File: config.mk
export PLATFORM = sky130hd
export DESIGN_NAME = lsf_ctrl
export DESIGN_NICKNAME = d
export VERILOG_FILES = /design/src/design/lsf_pkg.sv /design/src/design/lsf_ctrl.sv
export SDC_FILE = /design/constraint.sdc
export NUM_CORES = 1
export LEC_CHECK = 0
export BUFFER_PORTS_ARGS = -buffer_cell sky130_fd_sc_hd__buf_2
export CORE_MARGIN = 10
export CORE_UTILIZATION = 45
export CTS_CLUSTER_SIZE = 25
export DETAILED_ROUTE_END_ITERATION = 8
export PLACE_DENSITY = 0.76
export SETUP_SLACK_MARGIN = 0.4
export SLEW_MARGIN = 10
export SYNTH_ARGS = -nofsm -noshare
export SYNTH_HDL_FRONTEND = slang
export SYNTH_SLANG_ARGS = --single-unit
File: constraint.sdc
create_clock -name i_clk -period 3.6 [get_ports i_clk]
set_input_delay 0 -clock i_clk [delete_from_list [all_inputs] [get_ports i_clk]]
set_output_delay 0 -clock i_clk [all_outputs]
set_load 0.01 [all_outputs]
File: src/design/lsf_pkg.sv
// Shared constants, select codes and controller/datapath command types
// for the linear least-squares fit block. No dependencies.
package lsf_pkg;

    localparam int MAX_POINTS = 1024;
    localparam int MIN_POINTS = 2;
    localparam int CNT_W      = $clog2(MAX_POINTS + 1);
    localparam int ADDR_W     = $clog2(MAX_POINTS);

    localparam int PT_W   = 16;
    localparam int OUT_W  = 32;
    localparam int STAT_W = 2;
    localparam int SX_W   = PT_W + CNT_W;
    localparam int SXX_W  = 2 * PT_W - 2 + CNT_W;
    localparam int SXY_W  = 2 * PT_W - 1 + CNT_W;

    // serial multiplier
    localparam int MOP_W  = SXY_W;
    localparam int MPRD_W = 2 * MOP_W;
    localparam int MCNT_W = $clog2(MOP_W);

    // restoring divider
    localparam int DIVN_W = 96;
    localparam int DIVD_W = 64;
    localparam int DCNT_W = $clog2(DIVN_W);

    // residual pass
    localparam int RES_W  = 42;
    localparam int RMAG_W = 41;
    localparam int RLO_W  = 32;
    localparam int RHI_W  = RMAG_W - RLO_W;
    localparam int ACC_W  = 2 * RMAG_W + CNT_W;

    // integer square root
    localparam int SQ_W    = 64;
    localparam int SQ_STEP = SQ_W / 2;
    localparam int SQCNT_W = $clog2(SQ_STEP);

    typedef logic [2:0] t_msel;
    localparam t_msel MSEL_N_SXX  = 3'd0;
    localparam t_msel MSEL_SX_SX  = 3'd1;
    localparam t_msel MSEL_N_SXY  = 3'd2;
    localparam t_msel MSEL_SX_SY  = 3'd3;
    localparam t_msel MSEL_SXX_SY = 3'd4;
    localparam t_msel MSEL_SX_SXY = 3'd5;

    typedef logic [1:0] t_dsel;
    localparam t_dsel DSEL_SLOPE = 2'd0;
    localparam t_dsel DSEL_ICPT  = 2'd1;
    localparam t_dsel DSEL_MEAN  = 2'd2;

    typedef logic [STAT_W-1:0] t_fit;
    localparam t_fit FIT_OK       = 2'd0;
    localparam t_fit FIT_FEW      = 2'd1;
    localparam t_fit FIT_ZERO_DEN = 2'd2;
    localparam t_fit FIT_DROPPED  = 2'd3;

    typedef struct packed {
        logic  load_pt;
        logic  mac;
        logic  mul_start;
        t_msel mul_sel;
        logic  div_start;
        t_dsel div_sel;
        logic  res_start;
        logic  sqrt_start;
        logic  emit;
    } t_cmd;

    typedef struct packed {
        logic mul_done;
        logic div_done;
        logic res_done;
        logic sqrt_done;
        logic few;
        logic den_bad;
        logic n_gt2;
    } t_stat;

endpackage

File: src/design/lsf_ctrl.sv
// Controller state machine: sequences point loading, the six products,
// the divisions, the residual pass and the square root. Depends on lsf_pkg.
module lsf_ctrl (
    input  logic           i_clk,
    input  logic           i_rst_n,
    input  logic           i_start,
    input  logic           i_last_point,
    input  lsf_pkg::t_stat i_stat,
    output lsf_pkg::t_cmd  o_cmd,
    output logic           o_busy
);
    import lsf_pkg::*;

    localparam logic [3:0] S_IDLE      = 4'd0;
    localparam logic [3:0] S_MAC       = 4'd1;
    localparam logic [3:0] S_MUL_GO    = 4'd2;
    localparam logic [3:0] S_MUL_WAIT  = 4'd3;
    localparam logic [3:0] S_CHECK     = 4'd4;
    localparam logic [3:0] S_DIV_GO    = 4'd5;
    localparam logic [3:0] S_DIV_WAIT  = 4'd6;
    localparam logic [3:0] S_RES_GO    = 4'd7;
    localparam logic [3:0] S_RES_WAIT  = 4'd8;
    localparam logic [3:0] S_SQRT_GO   = 4'd9;
    localparam logic [3:0] S_SQRT_WAIT = 4'd10;
    localparam logic [3:0] S_EMIT      = 4'd11;

    logic [3:0] r_state;
    logic [3:0] n_state;
    t_msel      r_msel;
    t_msel      n_msel;
    t_dsel      r_dsel;
    t_dsel      n_dsel;
    logic       r_last;
    logic       n_last;

    always_comb begin
        n_state = r_state;
        n_msel  = r_msel;
        n_dsel  = r_dsel;
        n_last  = r_last;
        o_cmd   = '0;
        o_cmd.mul_sel = r_msel;
        o_cmd.div_sel = r_dsel;
        unique case (r_state)
            S_IDLE: begin
                if (i_start) begin
                    o_cmd.load_pt = 1'b1;
                    n_last  = i_last_point;
                    n_state = S_MAC;
                end
            end
            S_MAC: begin
                o_cmd.mac = 1'b1;
                if (r_last) begin
                    n_msel  = MSEL_N_SXX;
                    n_state = S_MUL_GO;
                end else begin
                    n_state = S_IDLE;
                end
            end
            S_MUL_GO: begin
                o_cmd.mul_start = 1'b1;
                n_state = S_MUL_WAIT;
            end
            S_MUL_WAIT: begin
                if (i_stat.mul_done) begin
                    if (r_msel == MSEL_SX_SXY) begin
                        n_state = S_CHECK;
                    end else begin
                        n_msel  = t_msel'(r_msel + 1'b1);
                        n_state = S_MUL_GO;
                    end
                end
            end
            S_CHECK: begin
                if (i_stat.few || i_stat.den_bad) begin
                    n_state = S_EMIT;
                end else begin
                    n_dsel  = DSEL_SLOPE;
                    n_state = S_DIV_GO;
                end
            end
            S_DIV_GO: begin
                o_cmd.div_start = 1'b1;
                n_state = S_DIV_WAIT;
            end
            S_DIV_WAIT: begin
                if (i_stat.div_done) begin
                    priority if (r_dsel == DSEL_SLOPE) begin
                        n_dsel  = DSEL_ICPT;
                        n_state = S_DIV_GO;
                    end else if (r_dsel == DSEL_ICPT) begin
                        n_state = i_stat.n_gt2 ? S_RES_GO : S_EMIT;
                    end else begin
                        n_state = S_SQRT_GO;
                    end
                end
            end
            S_RES_GO: begin
                o_cmd.res_start = 1'b1;
                n_state = S_RES_WAIT;
            end
            S_RES_WAIT: begin
                if (i_stat.res_done) begin
                    n_dsel  = DSEL_MEAN;
                    n_state = S_DIV_GO;
                end
            end
            S_SQRT_GO: begin
                o_cmd.sqrt_start = 1'b1;
                n_state = S_SQRT_WAIT;
            end
            S_SQRT_WAIT: begin
                if (i_stat.sqrt_done) begin
                    n_state = S_EMIT;
                end
            end
            S_EMIT: begin
                o_cmd.emit = 1'b1;
                n_state = S_IDLE;
            end
            default: begin
                n_state = S_IDLE;
            end
        endcase
    end

    always_ff @(posedge i_clk) begin
        if (!i_rst_n) begin
            r_state <= S_IDLE;
            r_msel  <= MSEL_N_SXX;
            r_dsel  <= DSEL_SLOPE;
            r_last  <= 1'b0;
        end else begin
            r_state <= n_state;
            r_msel  <= n_msel;
            r_dsel  <= n_dsel;
            r_last  <= n_last;
        end
    end

    assign o_busy = (r_state != S_IDLE);

endmodule

==> results of run 1 <==
## state kept, by name (all words and copies together) (netlist names)
signal / cells
r_state: 4
r_msel: 3
r_dsel: 2
r_last: 1
## cells in the mapped netlist, types with 2 or more instances
cell type / instances
o22ai_1: 3
and2b_1: 2
nand2b_1: 4
o21ai_0: 2
inv_1: 4
nand3_1: 2
dfxtp_1: 10
nor2_1: 15
nand2_1: 9
o211ai_1: 2
nor2b_1: 2
mux2i_1: 4
a21oi_1: 9
ha_1: 2
buf_4: 2
buf_2: 3
nor3_1: 6
## area by class of cell
cell class	instances	area [sq um]
clock buffers	3	22.52
repair buffers	24	125.1
flip-flops and latches	10	200.2
well taps	17	21.27
inverters	5	18.77
fillers	167	763.2
multi-input cells	85	538.0
## cell families (layout without fill, tap and decap cells)
kind of cell               count (synthesis)  in the layout
and+or+nand+nor                           50             50
DFF                                       10             10
muxes                                      4              4
AOI/OAI and AO/OA                         27             27
buffers and inverters                     11             32
xor gates and xnor gates                   2              2
adders and majority gates                  2              2
## per-layer routing
layer  up-vias  track usage, %  wire (microns)
met2        26           17.86             918
met1       359           13.44             882
met3         2           4.268             145
met5         -               0               0
li1        427               -               -
met4         0           5.096              14
## final timing paths
path,startpoint,end,depth (start not counted)
worst min-delay path,i_rst_n,r_state[3]$_SDFFE_PN0P_,3
worst max register to register,r_state[1]$_SDFFE_PN0P_,r_state[1]$_SDFFE_PN0P_,5
worst min register to register,r_last$_SDFFE_PN0P_,r_msel[2]$_SDFFE_PN0P_,1
worst max-delay path,r_state[1]$_SDFFE_PN0P_,r_state[1]$_SDFFE_PN0P_,5
## tightest hold or removal path: stages
cell     delay (ps)
buf_2           110
nand2_1          50
o22ai_1          50
## power groups by stage
stage	Combinational (W)	Sequential [W]	Clock, W
6_report	0.000111	0.000151	0.0000727
2_1_floorplan	0.000109	0.000127	0
3_5_place_dp	0.000110	0.000153	0
5_1_grt	0.000126	0.000155	0.0000855
3_3_place_gp	0.000109	0.000152	0
4_1_cts	0.000112	0.000150	0.0000774
## metrics by stage
stage / worst slack, ps / area, sq um / total power, W / hold slack, ps / instances
2_1_floorplan: 2154 / 790.8 / 0.0002352 / 139.5 / 106
3_3_place_gp: 1827 / 893.4 / 0.0002604 / 236.1 / 140
5_1_grt: 1552 / 925.9 / 0.0003671 / 31.01 / 144
3_5_place_dp: 1758 / 893.4 / 0.0002628 / 242.2 / 140
4_1_cts: 1733 / 925.9 / 0.0003392 / 7.125 / 144
6_report: 1698 / 925.9 / 0.0003350 / 15.53 / 144
==> results.rst, run 1 <==
.. list-table::
   :header-rows: 1

   * - Metric
     - Value
   * - Status
     - finished, final reports clean
   * - Number of nets with antenna violations after routing
     - 0
   * - Largest delay share family, worst path
     - simple AND/OR/NAND/NOR gates
   * - Initial Util
     - between 40% and 50%
   * - Buffer and inverter count on the worst path
     - 0
   * - Number of vias in the routed layout
     - 814
   * - Chip width
     - between 60 and 70 microns
   * - Share of the synthesized area in compound gates (AO/OA/AOI/OAI)
     - 24.21%
   * - Worst-case clock buffer depth
     - 2
   * - Instance count of the mapped netlist
     - 106
   * - Number of port buffers
     - 23
   * - Initial antenna violation count
     - 0
   * - Critical path type
     - reg -> reg
   * - Final design utilization
     - 54.81%
   * - Buffer count from post-CTS setup fixing
     - 0
   * - Antenna diodes
     - 0
   * - DRC
     - 0
   * - Wirelength, routed
     - approximately 2000 microns
   * - Hold violation total from the final report
     - 0
   * - Clock slew at reported path FFs
     - roughly 60 ps
   * - Detailed router's first-iteration violation count
     - 24
   * - Average vias per placed instance
     - 5.653
   * - Switching power of the nets
     - 0.0001256 W
   * - Die boundary height
     - 61.92 microns
   * - Area contributors post-synth
     - dfxtp_1, nor2_1, a21oi_1
   * - Highest net fanout along the worst path
     - 19
   * - Worst-margin pin slew
     - about 700 ps
   * - CP Cell Sequence
     - nand2_2, or4_1, o311a_1, nand2b_1, a21oi_1
   * - Total congestion overflow
     - 0
   * - Slowest cell on crit path
     - dfxtp_1
   * - Top library cells by usage in the layout, fill and taps aside
     - buf_2, nor2_1, dfxtp_1
   * - Synthesized-area fraction occupied by xor and xnor cells
     - under 10%
   * - Wire length of the first global-routing pass
     - approximately 3300 microns
   * - Largest net degree at the start of global routing
     - 23
   * - Warnings, synthesis
     - 0
   * - Cell Int Power
     - around 0.00021 W
   * - Initial DRT Pass Iterations
     - 4
   * - Synthesized area per cell
     - ~7.5 sq um
   * - Number of library cell types mapped by synthesis
     - between 40 and 50
   * - Signed area change from the synthesized netlist to the final layout
     - 17.09%
   * - Async set or reset register ratio after synthesis
     - 0%
   * - Count of flip-flops with a built-in enable after synthesis
     - 0
   * - Power per unit of standard cell area
     - ~360 mW/mm^2
   * - Worst slew margin relative to its limit
     - 53.23%
   * - Maximum level of the CTS H-tree
     - 1
   * - Worst min path class
     - in -> reg
   * - GR Util All Layers
     - 11.38%
   * - DIE AREA
     - between 0.003 and 0.004 sq mm
   * - Part of the total power dissipated in the clock network
     - roughly 22%
   * - Count of clock tree sinks
     - 10
   * - Vias in the first global route
     - roughly 760
   * - Startpoint class of the critical path
     - register
   * - Flop and latch count out of synthesis
     - 10
   * - Setup TNS after final layout
     - 0 ps
   * - Number of clock buffers inserted by TritonCTS
     - 3
   * - I/O pin cnt
     - 24
   * - Area of the mapped netlist
     - just under 800 sq um
   * - Highest attainable clock frequency
     - roughly 0.53 GHz
   * - Final number of max-transition violations
     - 0
   * - Largest voltage drop on the vdd net
     - between 150 and 200 uV
   * - Final Net Count
     - between 100 and 150
   * - Dominant register cell in the synthesized netlist
     - dfxtp_1
   * - Root Driver
     - clkbuf_4
   * - Wire per inst
     - between 10 and 15 microns
   * - Clock tree from TritonCTS
     - yes
   * - Required time of the critical path
     - 3790 ps
   * - Worst Path Arrival
     - about 2100 ps
   * - Leakage power
     - ~0.39 nW
   * - Ratio of cells with drive above 1 in the final layout
     - around a quarter
   * - Fraction of power spent switching nets
     - ~37%
   * - Worst Clk Skew
     - roughly 7.2 ps
   * - Main combinational cell family by area after synthesis
     - simple AND/OR/NAND/NOR gates
   * - Worst R2R Setup Slack
     - between 1500 and 2000 ps
   * - Placement row count
     - 15
   * - Final Cycle Share
     - 52.84%
   * - Arithmetic-cell share of the synthesized area counting full adders, half adders and majority gates
     - approximately 3.2%
   * - Final critical delay including setup and external delays
     - 1902 ps
   * - Unrepaired setup endpoints after global routing
     - no
   * - Largest area contributor in the synthesized netlist
     - dfxtp_1
   * - Core box area
     - between 0.0015 and 0.002 sq mm
   * - Seq/Total Area, Yosys
     - approximately a quarter
   * - Multiplexer share of the synthesized area
     - 5.063%
   * - Post-CTS Hold Fix Bufs
     - 1
   * - Reg power frac
     - between 40 and 50%
   * - Relative contribution of combinational cells to total power
     - between 30% and 40%
   * - Total setup violations reported at the end of the flow
     - 0
   * - Clk_lat worst skew
     - roughly 260 ps
   * - Portion of synthesized cell area occupied by the leading cell type
     - between 20% and 30%
   * - Max-cap violation count
     - 0
   * - Synthesized-area fraction occupied by and/or/nand/nor cells
     - between 30% and 40%
   * - Most common cell after layout, fill and taps aside
     - buf_2
   * - Number of nets in the synthesized netlist
     - around 120
   * - Post-CTS sizing
     - 0
   * - CP endpoint kind
     - register
   * - HPWL after detailed placement
     - between 1500 and 2000 microns
   * - Final weighted congestion in routability-driven placement
     - 0.8564
   * - Delay of the slowest cell on the worst path
     - between 700 and 800 ps
Power figures use the tool's default switching activity.
==> inputs of run 2 (changes only) <==
--- a/config.mk
+++ b/config.mk
@@ -10,7 +10,7 @@
 export CORE_UTILIZATION = 45
 export CTS_CLUSTER_SIZE = 25
 export DETAILED_ROUTE_END_ITERATION = 8
-export PLACE_DENSITY = 0.76
+export PLACE_DENSITY = 0.79
 export SETUP_SLACK_MARGIN = 0.4
 export SLEW_MARGIN = 10
 export SYNTH_ARGS = -nofsm -noshare
==> constraint.sdc (replaced) <==
create_clock -name i_clk -period 1.7 [get_ports i_clk]
set_input_delay 0 -clock i_clk [delete_from_list [all_inputs] [get_ports i_clk]]
set_output_delay 0 -clock i_clk [all_outputs]
set_load 0.01 [all_outputs]
==> results.rst, run 2 (synthesized netlist as in run 1, its figures left out) <==
.. list-table::
   :header-rows: 1

   * - Metric
     - Value
   * - Wire length of the first global-routing pass
     - 4436 microns (was 3325 microns)
   * - Reg power frac
     - 27.2% (was 45.2%)
   * - Slowest cell on crit path
     - dfxtp_4 (was dfxtp_1)
   * - Detailed router's first-iteration violation count
     - 98 (was 24)
   * - Root Driver
     - clkbuf_4 (unchanged)
   * - Largest register FFs
     - 4 (unchanged)
   * - Fraction of power spent switching nets
     - 40.22% (was 37.48%)
   * - Startpoint class of the critical path
     - register (unchanged)
   * - Total setup violations reported at the end of the flow
     - 0 (unchanged)
   * - Placement row count
     - 15 (unchanged)
   * - Wirelength, routed
     - 3974 microns (was 1961 microns)
   * - Hold violation total from the final report
     - 0 (unchanged)
   * - Number of vias in the routed layout
     - 1124 (was 814)
   * - Highest net fanout along the worst path
     - 7 (was 19)
   * - Largest delay share family, worst path
     - compound AO/OA/AOI/OAI gates (was simple AND/OR/NAND/NOR gates)
   * - Die boundary height
     - 61.92 microns (unchanged)
   * - Ratio of cells with drive above 1 in the final layout
     - 60.90% (was 25.20%)
   * - Worst-case clock buffer depth
     - 2 (unchanged)
   * - CP endpoint kind
     - register (unchanged)
   * - Worst slew margin relative to its limit
     - 75.19% (was 53.23%)
   * - Signed area change from the synthesized netlist to the final layout
     - 76.11% (was 17.09%)
   * - Final number of max-transition violations
     - 0 (unchanged)
   * - Top library cells by usage in the layout, fill and taps aside
     - buf_2, buf_4, nor2_1 (was buf_2, nor2_1, dfxtp_1)
   * - Core box area
     - 0.001689 sq mm (unchanged)
   * - Post-place setup slack
     - 44.36 ps (was 1758 ps)
   * - Chip width
     - 61.92 microns (unchanged)
   * - Post-route setup slack
     - 206.3 ps (was 1698 ps)
   * - Placed cell areas
     - 944.7 sq um (was 893.4 sq um)
   * - Initial Util
     - 46.81% (unchanged)
   * - Relative contribution of combinational cells to total power
     - 52.2% (was 33.1%)
   * - Initial DRT Pass Iterations
     - 4 (unchanged)
   * - Number of nets with antenna violations after routing
     - 0 (unchanged)
   * - Required time of the critical path
     - 1860 ps (was 3790 ps)
   * - Final weighted congestion in routability-driven placement
     - 0.8591 (was 0.8564)
   * - Post-placement cell count
     - 144 (was 140)
   * - Worst min path class
     - in -> reg (unchanged)
   * - Maximum level of the CTS H-tree
     - 1 (unchanged)
   * - Vias in the first global route
     - 952 (was 761)
   * - Final Cycle Share
     - 87.86% (was 52.84%)
   * - Max-cap violation count
     - 0 (unchanged)
   * - Leakage power
     - 0.6107 nW (was 0.3921 nW)
   * - Highest attainable clock frequency
     - 0.6695 GHz (was 0.5257 GHz)
   * - DIE AREA
     - 0.003834 sq mm (unchanged)
   * - Largest voltage drop on the vdd net
     - 528.0 uV (was 171.3 uV)
   * - Cell Int Power
     - 0.0006706 W (was 0.0002094 W)
   * - Power per unit of standard cell area
     - 805.4 mW/mm^2 (was 361.8 mW/mm^2)
   * - Critical path type
     - reg -> reg (unchanged)
   * - Clk_lat worst skew
     - 270 ps (was 260 ps)
   * - Largest net degree at the start of global routing
     - 10 (was 23)
   * - Top register by number of flip-flops
     - r_state (unchanged)
   * - Switching power of the nets
     - 0.0004511 W (was 0.0001256 W)
   * - Clock slew at reported path FFs
     - 80 ps (was 60 ps)
   * - Top flop regs
     - r_state x4, r_msel x3, r_dsel x2 (unchanged)
   * - HPWL after detailed placement
     - 1613 microns (was 1542 microns)
   * - Worst Clk Skew
     - 1.218 ps (was 7.224 ps)
   * - Status
     - finished, final reports clean (unchanged)
   * - Initial antenna violation count
     - 0 (unchanged)
   * - Count of non-filler cells in the finished layout
     - 173 (was 144)
   * - GR Util All Layers
     - 15.35% (was 11.38%)
   * - Setup TNS after final layout
     - 0 ps (unchanged)
   * - Antenna diodes
     - 0 (unchanged)
   * - Final critical delay including setup and external delays
     - 1494 ps (was 1902 ps)
   * - Delay of the slowest cell on the worst path
     - 430 ps (was 720 ps)
   * - Most common cell after layout, fill and taps aside
     - buf_2 (unchanged)
   * - Worst Path Arrival
     - 1660 ps (was 2090 ps)
   * - Unrepaired setup endpoints after global routing
     - yes (was no)
   * - Final Net Count
     - 170 (was 142)
   * - Number of clock buffers inserted by TritonCTS
     - 3 (unchanged)
   * - Worst-margin pin slew
     - 370.1 ps (was 700.6 ps)
   * - Finished Cell Area
     - 0.001393 sq mm (was 925.9 sq um)
   * - I/O pin cnt
     - 24 (unchanged)
   * - Buffer and inverter count on the worst path
     - 0 (unchanged)
   * - Number of port buffers
     - 23 (unchanged)
   * - DRC
     - 0 (unchanged)
   * - Total congestion overflow
     - 0 (unchanged)
   * - Wire per inst
     - 22.97 microns (was 13.62 microns)
   * - Clock tree from TritonCTS
     - yes (unchanged)
   * - Average vias per placed instance
     - 6.497 (was 5.653)
   * - Part of the total power dissipated in the clock network
     - 20.6% (was 21.7%)
   * - Count of clock tree sinks
     - 10 (unchanged)
   * - CP Cell Sequence
     - and4bb_1, a32oi_2, nand2_1, o21ai_2, a21oi_2 (was nand2_2, or4_1, o311a_1, nand2b_1, a21oi_1)
-- run 2: worst reg2reg max path: stages (launching register included) --
cell	delay [ps]
dfxtp_4	430
and4bb_1	230
a32oi_2	320
nand2_1	120
o21ai_2	200
a21oi_2	70
-- run 2: final cells by class --
class | count | area, sq um
multi-input combinational | 85 | 714.4
sequential | 10 | 220.2
timing repair buffer | 52 | 377.9
tap | 17 | 21.27
inverter | 5 | 22.52
clock buffer | 4 | 36.28
fill | 79 | 296.5
-- run 2: power groups by stage --
| stage | Sequential [W] | Clock [W] | Combinational, W |
|---|---|---|---|
| after floorplan | 0.000273 | 0 | 0.000246 |
| after global placement | 0.000321 | 0 | 0.000268 |
| after detailed placement | 0.000322 | 0 | 0.000271 |
| after CTS | 0.000295 | 0.000224 | 0.000409 |
| after global routing | 0.000305 | 0.000237 | 0.000610 |
| final | 0.000305 | 0.000231 | 0.000585 |
-- run 2: final timing paths --
| check | from | end | slack [ps] | cells past startpoint |
|---|---|---|---|---|
| max | r_state[2]$_SDFFE_PN0P_ | r_state[1]$_SDFFE_PN0P_ | 210 | 5 |
| min | i_rst_n | r_state[3]$_SDFFE_PN0P_ | 30 | 3 |
| max reg2reg | r_state[2]$_SDFFE_PN0P_ | r_state[1]$_SDFFE_PN0P_ | 210 | 5 |
| min reg2reg | r_last$_SDFFE_PN0P_ | r_msel[2]$_SDFFE_PN0P_ | 540 | 1 |
-- run 2: timing repair --
action | 4_1_cts | 5_1_grt
setup buffers | 16 | 8
resized for setup | 26 | 29
hold buffers | 1 | 0
pin swaps | 13 | 17
endpoints found under the hold margin | 1 | 0
endpoints found under the setup margin | 16 | 12
-- run 2: stage by stage --
step           hold slack (ps)  power (W)  util (%)
2_1_floorplan            139.5  0.0005192         -
3_3_place_gp             236.3  0.0005891     55.93
3_5_place_dp             246.7  0.0005934     55.93
4_1_cts                  8.495  0.0009284     70.37
5_1_grt                  28.36   0.001151     82.44
6_report                 28.96   0.001122     82.44
-- run 2: metal layers --
layer / track usage, % / wire length, microns / vias up
met3: 2.846 / 422 / 25
met4: 8.280 / 204 / 0
met2: 26.65 / 1804 / 85
met1: 17.25 / 1543 / 535
li1: - / - / 479
met5: 0 / 0 / -
